### config.mk
export PLATFORM = sky130hd
export DESIGN_NAME = note_tone_timer_sequencer_unit
export DESIGN_NICKNAME = d
export VERILOG_FILES = /design/src/sv/ntts_pkg.sv /design/src/sv/ntts_tone.sv /design/src/sv/ntts_apb.sv /design/src/sv/note_tone_timer_sequencer_unit.sv
export SDC_FILE = /design/constraint.sdc
export NUM_CORES = 1
export LEC_CHECK = 0
export BUFFER_PORTS_ARGS = -buffer_cell sky130_fd_sc_hd__buf_2
export CORE_MARGIN = 8
export CORE_UTILIZATION = 60
export DETAILED_ROUTE_END_ITERATION = 10
export PLACE_DENSITY_LB_ADDON = 0.2
export SLEW_MARGIN = 20
export SYNTH_ARGS = -nofsm -noshare
export SYNTH_HDL_FRONTEND = slang
export SYNTH_SLANG_ARGS = --single-unit
### constraint.sdc
create_clock -name clk_i -period 5.2 [get_ports clk_i]
set_input_delay 0.26 -clock clk_i [delete_from_list [all_inputs] [get_ports clk_i]]
set_output_delay 0.26 -clock clk_i [all_outputs]
set_load 0.03 [all_outputs]
### src/sv/ntts_pkg.sv
// Package for the note tone timer sequencer: status codes, opcodes, tables and shared types.
package ntts_pkg;

  typedef enum logic [2:0] {
    ST_NONE     = 3'd0,
    ST_TONE     = 3'd1,
    ST_REST     = 3'd2,
    ST_REFUSED  = 3'd3,
    ST_FINISHED = 3'd4
  } status_e;

  typedef enum logic {
    OP_PLAY = 1'b0,
    OP_TICK = 1'b1
  } opcode_e;

  localparam logic [7:0] NOTE_REST = 8'hFF;
  localparam logic [3:0] NOTE_MAX  = 4'hB;
  localparam logic [3:0] OCT_MIN   = 4'd4;
  localparam logic [3:0] OCT_MAX   = 4'd8;
  localparam int unsigned NUM_PS   = 5;

  localparam logic [0:0] REG_ENABLED = 1'b0;

  // Result of the divisor search for one note code.
  typedef struct packed {
    logic       ok;
    logic [7:0] compare;
    logic [2:0] sel;
  } tone_t;

  // Configuration state handed from the register port to the sequencer.
  typedef struct packed {
    logic enabled;
    logic stop;
  } cfg_t;

  function automatic logic [15:0] base_lookup(input logic [3:0] note);
    logic [15:0] v;
    case (note)
      4'd0:    v = 16'd61155;
      4'd1:    v = 16'd57724;
      4'd2:    v = 16'd54485;
      4'd3:    v = 16'd51425;
      4'd4:    v = 16'd48539;
      4'd5:    v = 16'd45815;
      4'd6:    v = 16'd43244;
      4'd7:    v = 16'd40816;
      4'd8:    v = 16'd38526;
      4'd9:    v = 16'd36364;
      4'd10:   v = 16'd34323;
      4'd11:   v = 16'd32397;
      default: v = 16'd0;
    endcase
    return v;
  endfunction

  // log2 of 2 * prescaler for prescalers 1, 8, 64, 256, 1024
  function automatic logic [3:0] ps_shift(input logic [2:0] k);
    logic [3:0] s;
    case (k)
      3'd0:    s = 4'd1;
      3'd1:    s = 4'd4;
      3'd2:    s = 4'd7;
      3'd3:    s = 4'd9;
      default: s = 4'd11;
    endcase
    return s;
  endfunction

endpackage

### src/sv/ntts_tone.sv
// Divisor lookup, octave shift and prescaler search for one note code.
module ntts_tone import ntts_pkg::*; (
  input  logic [7:0] note_code_i,
  output tone_t      tone_o
);

  logic [3:0]  note;
  logic [3:0]  oct;
  logic        code_ok;
  logic [2:0]  oct_shift;
  logic [15:0] base;

  assign note      = note_code_i[3:0];
  assign oct       = note_code_i[7:4];
  assign code_ok   = (note <= NOTE_MAX) && (oct >= OCT_MIN) && (oct <= OCT_MAX);
  assign oct_shift = 3'(oct - OCT_MIN);
  assign base      = base_lookup(note) >> oct_shift;

  // first prescaler whose quotient lands in 2..256 wins
  always_comb begin
    logic        found;
    logic [15:0] q;
    logic [8:0]  cnt;
    found  = 1'b0;
    q      = '0;
    cnt    = '0;
    tone_o = '0;
    for (int k = 0; k < NUM_PS; k++) begin
      q = base >> ps_shift(3'(k));
      if (!found && (q >= 16'd2) && (q <= 16'd256)) begin
        found          = 1'b1;
        cnt            = q[8:0] - 9'd1;
        tone_o.compare = cnt[7:0];
        tone_o.sel     = 3'(k + 1);
      end
    end
    tone_o.ok = found && code_ok;
    if (!tone_o.ok) begin
      tone_o.compare = '0;
      tone_o.sel     = '0;
    end
  end

endmodule

### src/sv/ntts_apb.sv
// APB register port holding the enable bit.
module ntts_apb import ntts_pkg::*; (
  input  logic        clk_i,
  input  logic        rst_ni,
  input  logic        psel,
  input  logic        penable,
  input  logic        pwrite,
  input  logic [2:0]  paddr,
  input  logic [31:0] pwdata,
  output logic [31:0] prdata,
  output logic        pready,
  output cfg_t        cfg_o
);

  logic enabled_q, enabled_d;
  logic wr_en;

  assign pready = 1'b1;
  assign wr_en  = psel && penable && pwrite && (paddr[2] == REG_ENABLED);

  always_comb begin
    enabled_d = enabled_q;
    if (wr_en) begin
      enabled_d = pwdata[0];
    end
  end

  always_ff @(posedge clk_i or negedge rst_ni) begin
    if (!rst_ni) begin
      enabled_q <= 1'b0;
    end else begin
      enabled_q <= enabled_d;
    end
  end

  always_comb begin
    prdata = '0;
    if (paddr[2] == REG_ENABLED) begin
      prdata = {31'd0, enabled_q};
    end
  end

  assign cfg_o.enabled = enabled_q;
  assign cfg_o.stop    = wr_en && !pwdata[0];

endmodule

### src/sv/note_tone_timer_sequencer_unit.sv
// Top level of the note tone timer sequencer: input register, sequencing state, result register.
// Path: an accepted item waits in the input register, then moves to the result register
//   once that is free or draining; out_valid_o is the result register's valid bit.
// Throughput: one item per cycle unless the output stalls; the note search and tick count settle
//   between the two registers, and the result register frees as soon as its transfer completes.
// Reset (rst_ni low, asynchronous): both pipeline registers empty, enabled 0, not playing,
//   tick count 0. No clearing pass.
module note_tone_timer_sequencer_unit import ntts_pkg::*; (
  input  logic        clk_i,
  input  logic        rst_ni,
  // play requests and ticks
  input  logic        in_valid_i,
  output logic        in_ready_o,
  input  logic        opcode_i,
  input  logic [7:0]  note_code_i,
  input  logic [15:0] duration_i,
  // results
  output logic        out_valid_o,
  input  logic        out_ready_i,
  output logic [2:0]  status_o,
  output logic        timer_write_o,
  output logic [7:0]  compare_value_o,
  output logic [2:0]  clock_select_o,
  output logic        counter_clear_o,
  // configuration
  input  logic        psel,
  input  logic        penable,
  input  logic        pwrite,
  input  logic [2:0]  paddr,
  input  logic [31:0] pwdata,
  output logic [31:0] prdata,
  output logic        pready
);

  cfg_t  cfg;
  tone_t tone;

  // input register
  logic        s1_valid_q, s1_valid_d;
  logic        s1_op_q;
  logic [7:0]  s1_code_q;
  logic [15:0] s1_dur_q;

  // sequencing state
  logic        playing_q, playing_d;
  logic [15:0] remain_q, remain_d;

  // result register
  logic        out_valid_q, out_valid_d;
  status_e     status_q, status_d;
  logic        twr_q, twr_d;
  logic [7:0]  cmp_q, cmp_d;
  logic [2:0]  sel_q, sel_d;
  logic        clr_q, clr_d;

  logic in_xfer;
  logic adv;
  logic [15:0] remain_dec;

  ntts_apb u_apb (
    .clk_i   (clk_i),
    .rst_ni  (rst_ni),
    .psel    (psel),
    .penable (penable),
    .pwrite  (pwrite),
    .paddr   (paddr),
    .pwdata  (pwdata),
    .prdata  (prdata),
    .pready  (pready),
    .cfg_o   (cfg)
  );

  ntts_tone u_tone (
    .note_code_i (s1_code_q),
    .tone_o      (tone)
  );

  // Item leaves the input register when the result register is free or draining.
  assign adv        = s1_valid_q && (!out_valid_q || out_ready_i);
  assign in_ready_o = !s1_valid_q || adv;
  assign in_xfer    = in_valid_i && in_ready_o;
  assign remain_dec = remain_q - 16'd1;

  always_comb begin
    s1_valid_d  = s1_valid_q;
    out_valid_d = out_valid_q;
    playing_d   = playing_q;
    remain_d    = remain_q;
    status_d    = status_q;
    twr_d       = twr_q;
    cmp_d       = cmp_q;
    sel_d       = sel_q;
    clr_d       = clr_q;

    if (adv) begin
      s1_valid_d = 1'b0;
    end
    if (in_xfer) begin
      s1_valid_d = 1'b1;
    end
    if (out_valid_q && out_ready_i) begin
      out_valid_d = 1'b0;
    end

    if (adv) begin
      out_valid_d = 1'b1;
      status_d    = ST_NONE;
      twr_d       = 1'b0;
      cmp_d       = '0;
      sel_d       = '0;
      clr_d       = 1'b0;
      if (s1_op_q == OP_TICK) begin
        // ticks only count while enabled and playing; finish stops the timer
        if (cfg.enabled && playing_q) begin
          remain_d = remain_dec;
          if (remain_dec == 16'd0) begin
            playing_d = 1'b0;
            status_d  = ST_FINISHED;
            twr_d     = 1'b1;
          end
        end
      end else if (!cfg.enabled || playing_q) begin
        status_d = ST_REFUSED;
      end else if (s1_code_q == NOTE_REST) begin
        playing_d = 1'b1;
        remain_d  = s1_dur_q;
        status_d  = ST_REST;
      end else if (!tone.ok) begin
        status_d = ST_REFUSED;
      end else begin
        playing_d = 1'b1;
        remain_d  = s1_dur_q;
        status_d  = ST_TONE;
        twr_d     = 1'b1;
        cmp_d     = tone.compare;
        sel_d     = tone.sel;
        clr_d     = 1'b1;
      end
    end

    // disabling drops a note in progress silently
    if (cfg.stop) begin
      playing_d = 1'b0;
    end
  end

  always_ff @(posedge clk_i or negedge rst_ni) begin
    if (!rst_ni) begin
      s1_valid_q  <= 1'b0;
      out_valid_q <= 1'b0;
      playing_q   <= 1'b0;
      remain_q    <= '0;
    end else begin
      s1_valid_q  <= s1_valid_d;
      out_valid_q <= out_valid_d;
      playing_q   <= playing_d;
      remain_q    <= remain_d;
    end
  end

  // payload registers
  always_ff @(posedge clk_i) begin
    if (in_xfer) begin
      s1_op_q   <= opcode_i;
      s1_code_q <= note_code_i;
      s1_dur_q  <= duration_i;
    end
    status_q <= status_d;
    twr_q    <= twr_d;
    cmp_q    <= cmp_d;
    sel_q    <= sel_d;
    clr_q    <= clr_d;
  end

  assign out_valid_o     = out_valid_q;
  assign status_o        = status_q;
  assign timer_write_o   = twr_q;
  assign compare_value_o = cmp_q;
  assign clock_select_o  = sel_q;
  assign counter_clear_o = clr_q;

endmodule

Yosys cells after proc, flatten, opt, wreduce, memory -nomap -nowiden --
Memory sizes are Yosys's and may differ from the RTL's. A register that Yosys moved wholly into a read port is not among the register bits. Index checks and enable logic that the tools add are counted. W data, S select, Z words.
Storage, ports and cells: register bits 61, bits in read-only memories 256, memories 1, output and inout bits 51, logic and storage cells 126
Operators by class: bitwise operators 2, equal/unequal tests 6, reductions and logical operators 41, $lt $le $gt $ge 13, muxes and demuxes 41, shift operators 1, add/subtract/negate cells 7
Memories:
- (no name shown) | depth 16, width 16, rd ports 1, clocked after memory_dff 1, wr ports 0, line ntts_pkg.sv:40 | case (note)
Operator list (number):
- $mux W16 | 5
- $mux W11 | 5
- $mux W1 | 24
- $sub A8 B1 Y8 const B | 3
- $logic_and A1 B1 Y1 | 20
- $logic_not A16 Y1 | 1
- $shr A16 B3 Y16 | 1
- $sub A16 B1 Y16 const B | 1
- $ge A15 B2 Y1 const B | 1
- $le A15 B9 Y1 const B | 1
- $ge A12 B2 Y1 const B | 1
- $le A12 B9 Y1 const B | 1
- $ge A9 B2 Y1 const B | 1
- $le A5 B9 Y1 const B | 1
- $le A7 B9 Y1 const B | 1
- $le A9 B9 Y1 const B | 1
- $mux W3 | 3
- $eq A8 B8 Y1 const B | 1
- $le A4 B4 Y1 const B | 2
- $logic_not A1 Y1 | 8
- $sub A7 B1 Y8 const B | 1
- $ge A7 B2 Y1 const B | 1
- $mux W2 | 3
- $ne A3 B2 Y1 const B | 2
- other kinds (17) | 22

Longest topological paths before layout --
depth after elaboration 28, depth in mapped cells 17, mapped depth without buffers 12

Modules after synthesis --
Synthesis repeated with hierarchy kept, for this count alone.
Second synthesis, totals: cells, all modules 662, area, all modules 5948.2 µm²
By module, submodules not included:
- note_tone_timer_sequencer_unit | sequential area each 1706.6 µm², area an instance 2819.0 µm², instances 1, cells an instance 233
- ntts_tone | sequential area each 0.0 µm², area an instance 2800.2 µm², instances 1, cells an instance 389
- ntts_apb | sequential area each 25.0 µm², area an instance 329.1 µm², instances 1, cells an instance 40

Worst setup path after synthesis --
OpenSTA, ideal clock, no wires.
path kind reg-to-reg, start reg s1_code_q[4], end reg cmp_q[2], in the netlist compare_value_o[2] (data pin), data arrival time 3349 ps, data required time 5020 ps, stages on the path, launching flop included 16, clock period less this slack 3529 ps, buffers on the path 4, path slack 1671 ps, path through edfxtp_1 -> buf_6 -> buf_2 -> buf_1 -> nor2_1 -> a211oi_1 -> a21oi_1 -> ha_1 -> nand2_1 -> a211oi_1 -> a41oi_2 -> a31oi_1 -> or4_1 -> buf_2 -> o21a_1 -> a221oi_1
Between the ends: cells in the longest elaborated chain, start to end 24
RTL lines:
- start, declared | line note_tone_timer_sequencer_unit.sv:41 | logic [7:0] s1_code_q;
- start signal, assigned | line note_tone_timer_sequencer_unit.sv:165 | s1_code_q <= note_code_i;
- $sub A3 B3 Y3 | line ntts_tone.sv:16 | assign oct_shift = 3'(oct - OCT_MIN);
- $shr A16 B3 Y16 | line ntts_tone.sv:17 | assign base = base_lookup(note) >> oct_shift;
- $ge A15 B2 Y1 or $le A15 B9 Y1 (tied branches) | line ntts_tone.sv:30 | if (!found && (q >= 16'd2) && (q <= 16'd256)) begin
- $logic_and A1 B1 Y1 | line ntts_tone.sv:30
- $mux W1 | line ntts_tone.sv:30
- $logic_not A1 Y1 | line ntts_tone.sv:30
- $logic_and A1 B1 Y1 (2 in a row) | line ntts_tone.sv:30
- $mux W1 | line ntts_tone.sv:30
- (+5 left out)
- $logic_and A1 B1 Y1 (2 in a row) | line ntts_tone.sv:30
- $mux W1 | line ntts_tone.sv:30
- $logic_not A1 Y1 | line ntts_tone.sv:30
- $logic_and A1 B1 Y1 (2 in a row) | line ntts_tone.sv:30
- $mux W1 | line ntts_tone.sv:30
- $logic_and A1 B1 Y1 | line ntts_tone.sv:37 | tone_o.ok = found && code_ok;
- $not A1 Y1 (no line)
- $reduce_or A4 Y1 (no line)
- end signal, assigned | line note_tone_timer_sequencer_unit.sv:170 | cmp_q <= cmp_d;
- end, declared | line note_tone_timer_sequencer_unit.sv:52 | logic [7:0] cmp_q, cmp_d;
Parallel ways exist; a longest one is shown, timed or not. A chain may end at the register's enable or synchronous reset.

Worst setup path after layout --
start reg s1_code_q[5], end reg cmp_q[4], in the netlist compare_value_o[4] (data pin)
Same word-level chain as after synthesis.

==> results.md <==
- Resized cells post-CTS: 0
- Routed via count: 4,189
- RSZ-0062 raised after global routing: false
- Filler cells: 712
- Crit start category: flip-flop
- Clock power share: 25.2%
- Hold Slack: 67.97 ps
- Most frequent cells in the layout: buf_2 (52), nand2_1 (46), edfxtp_1 (41)
- Post-synthesis simple-gate area fraction: 14.92%
- Num Clock Sinks: 76
- Crit path max fanout: 17
- Clock Skew: 16.47 ps
- Compound-gate portion of the synthesized area: 17.41%
- Max clock buf depth: 2
- Share of layout cells above drive strength 1: 19.26%
- Crit path time final: 4348 ps
- DP Worst Slack: 902.4 ps
- Crit-path cells: buf_4 -> mux2_2 -> o211ai_1 -> inv_1 -> ha_1 -> nand2_1 -> a211oi_1 -> a41oi_2 -> a31oi_1 -> or4_1 -> o21a_1 -> a221oi_1
- Setup Viol. Count Final: 0
- Sw Share: 37.07%
- Post-synth EDFFs: 41
- PwrDens: 346.1 nW/um^2
- Crit path launch: s1_code_q[5]
- Area Overhead vs Synth: 6.800%
- Seq/Total Area, Yosys: 37.69%
- Hold_sp: duration_i[4]
- Initial DRC Count: 292
- Ys async rst share: 26.32%
- Final HPWL DP: 9288 um
- Leakage: 2.331 nW
- Worst EP required: 5350 ps
- Global-route wire length before repair: 20,500 um
- TritonRoute pass-1 iters: 5
- Core area: 8721 sq um
- Clock Pin Slew Worst Setup and Hold Paths: 100 ps
- Hold-fix buffers, CTS: 1
- Critical path's slowest cell: edfxtp_1
- Cells after synthesis: 548
- Synth Area in XOR/XNOR: 5.523%
- Comb pwr share: 34.8%
- Synth Warn #: 0
- Skew-Pair Late Insertion Delay: 360 ps
- Die width: 110.8 um
- I/O pins: 118
- Mean area per synthesized cell: 9.838 sq um
- Sequential power share: 40.1%
- CTS H-Tree Depth: 3
- Port bufs: 52
- Slew @ Worst Pin: 997.4 ps
- Final Max Slew Viols: 0
- Top_reg_cell synth: edfxtp_1
- Fin Setup TNS: 0 ps
- Crit path largest cell delay: 810 ps
- Tot Pwr: 1.993 mW
- Final Cell Area: 5758 sq um
- Die area: 12,270 sq um
- Cell area after synthesis: 5391 sq um
- GR Util All Layers: 19.62%
- Final nets: 672
- Peak supply drop: 0.0002630 V
- # DRC: 0
- GP Congestion: 0.8886
- Internal cell power: 1.254 mW
- Largest net degree at the start of global routing: 34
- Register bit count reported by yosys: 76
- Largest family of logic cells by synthesized area: compound AO/OA/AOI/OAI gates
- Crit. End Element: flip-flop
- Fin crit share: 83.61%
- WL final: 12,260 um
- Arrival time at the worst endpoint: 4500 ps
- Library cells used by synthesis: 74
- Starting Density: 61.82%
- Max Cap Viol: 0
- Status: finished, final reports clean
- Final WS setup: 852.3 ps
- Critical path type: flip-flop to flip-flop
- Initial antenna violation count: 0
- Commonest non-fill, non-tap cell in the layout: buf_2
- ANT cells: 0
- Placement row count: 34
- Placed cell areas: 5509 sq um
- FF-to-FF Start: s1_code_q[5]
- Vias per Instance: 5.984
- Overflow after GRT: 0
- TritonCTS clock tree: yes
- Rel. slew slack: 31.60%
- Number of global-route vias before repair: 4,147
- CTS buffer count: 9
- P_sw: 0.7388 mW
- DRT antenna net count: 0
- Fmax: 230.0 MHz
- Final Hold Fails: 0
- Total setup buffers inserted after CTS: 0
- Root Buffer Master: clkbuf_8
- Adder-cell share of the synthesized area: 4.177%
- Hold crit path type: primary input to flip-flop
- Drt wl/cell: 17.51 um
- Multiplexer share of the synthesized area: 11.09%
- Die height: 110.8 um
## final timing paths
kind                       cells past startpoint            endpoint  slack [ps]
max                                           12  compare_value_o[4]         850
min reg2reg                                    1         remain_q[2]         480
max in group asynchronous                      2        remain_q[12]        4470
max reg2reg                                   12  compare_value_o[4]         850
min in group asynchronous                      2         remain_q[9]         390
min                                            1         s1_dur_q[4]          70
## cells by family after synthesis
logic type | Yosys count
xor+xnor | 34
flops | 76
mux | 46
other cells | 2
compound gates | 129
simple gates | 163
buf+inv | 80
fa+ha+maj | 18
## critical path: cells and delay by family (launching register included)
family / cells / cell delay [ps]
AND/OR/NAND/NOR: 2 / 770
buffers and inverters: 2 / 520
AO/OA/AOI/OAI: 6 / 1430
flip-flops: 1 / 810
adder cells (fa/ha/maj): 1 / 270
multiplexers: 1 / 360
## routing by layer
layer | global-route usage, % | vias up | part of all wire (%)
li1 | - | 2029 | -
met1 | 25.60 | 1979 | 46
met2 | 31.60 | 171 | 47
met3 | 4.924 | 10 | 6.3
met4 | 5.045 | 0 | 0.97
met5 | 0 | - | 0
## power by group through the flow
stage / Clock, mW / Sequential (mW) / Combinational (mW)
finish: 0.501 / 0.799 / 0.693
global route: 0.533 / 0.811 / 0.759
CTS: 0.509 / 0.799 / 0.681
detailed placement: 0 / 0.813 / 0.677
global placement: 0 / 0.807 / 0.660
floorplan: 0 / 0.801 / 0.562
## metrics by stage
step,std cells,utilization [%]
6_report,700,66.03
5_1_grt,700,66.03
2_1_floorplan,578,-
4_1_cts,699,65.85
3_5_place_dp,682,63.17
3_3_place_gp,682,63.17
## cell type report
class	instances	area, sq um	area share [%]
Clock buffer	10	148.9	2.586
Tap cell	108	135.1	2.347
Inverter	22	82.58	1.434
Timing Repair Buffer	56	300.3	5.215
Clock inverter	6	75.07	1.304
Multi-Input combinational cell	422	2984	51.83
Sequential cell	76	2032	35.29
## cells in the mapped netlist (4+ instances only)
cell type  instances  share of area [%]
mux4_2             6                2.5
buf_4             34                4.7
a21oi_1           29                2.7
a221oi_1           6               0.97
mux2i_1           20                3.7
mux2_4             4                1.1
a211oi_1           6               0.84
buf_2              6               0.56
nor2b_1            7               0.81
dfrtp_1           20                9.3
dfxtp_1           15                5.6
a31oi_1            7               0.81
nand2_1           46                3.2
nor3_1             9               0.84
nand3_1           19                1.8
edfxtp_1          41                 23
and2_1             8               0.93
clkbuf_1           8               0.56
o221a_2            8                1.7
nand4_1            6               0.70
o22ai_1           10                1.2
nand2b_1           8               0.93
nor4_1             4               0.46
xor2_1            14                2.3
and3_1             6               0.70
mux2_2            14                2.9
nor2_1            36                2.5
buf_6              7                1.5
ha_1              18                4.2
inv_1             20                1.4
xnor2_1           20                3.2
o21ai_0           23                2.1
Note: power is estimated with default switching activity, not from simulation.
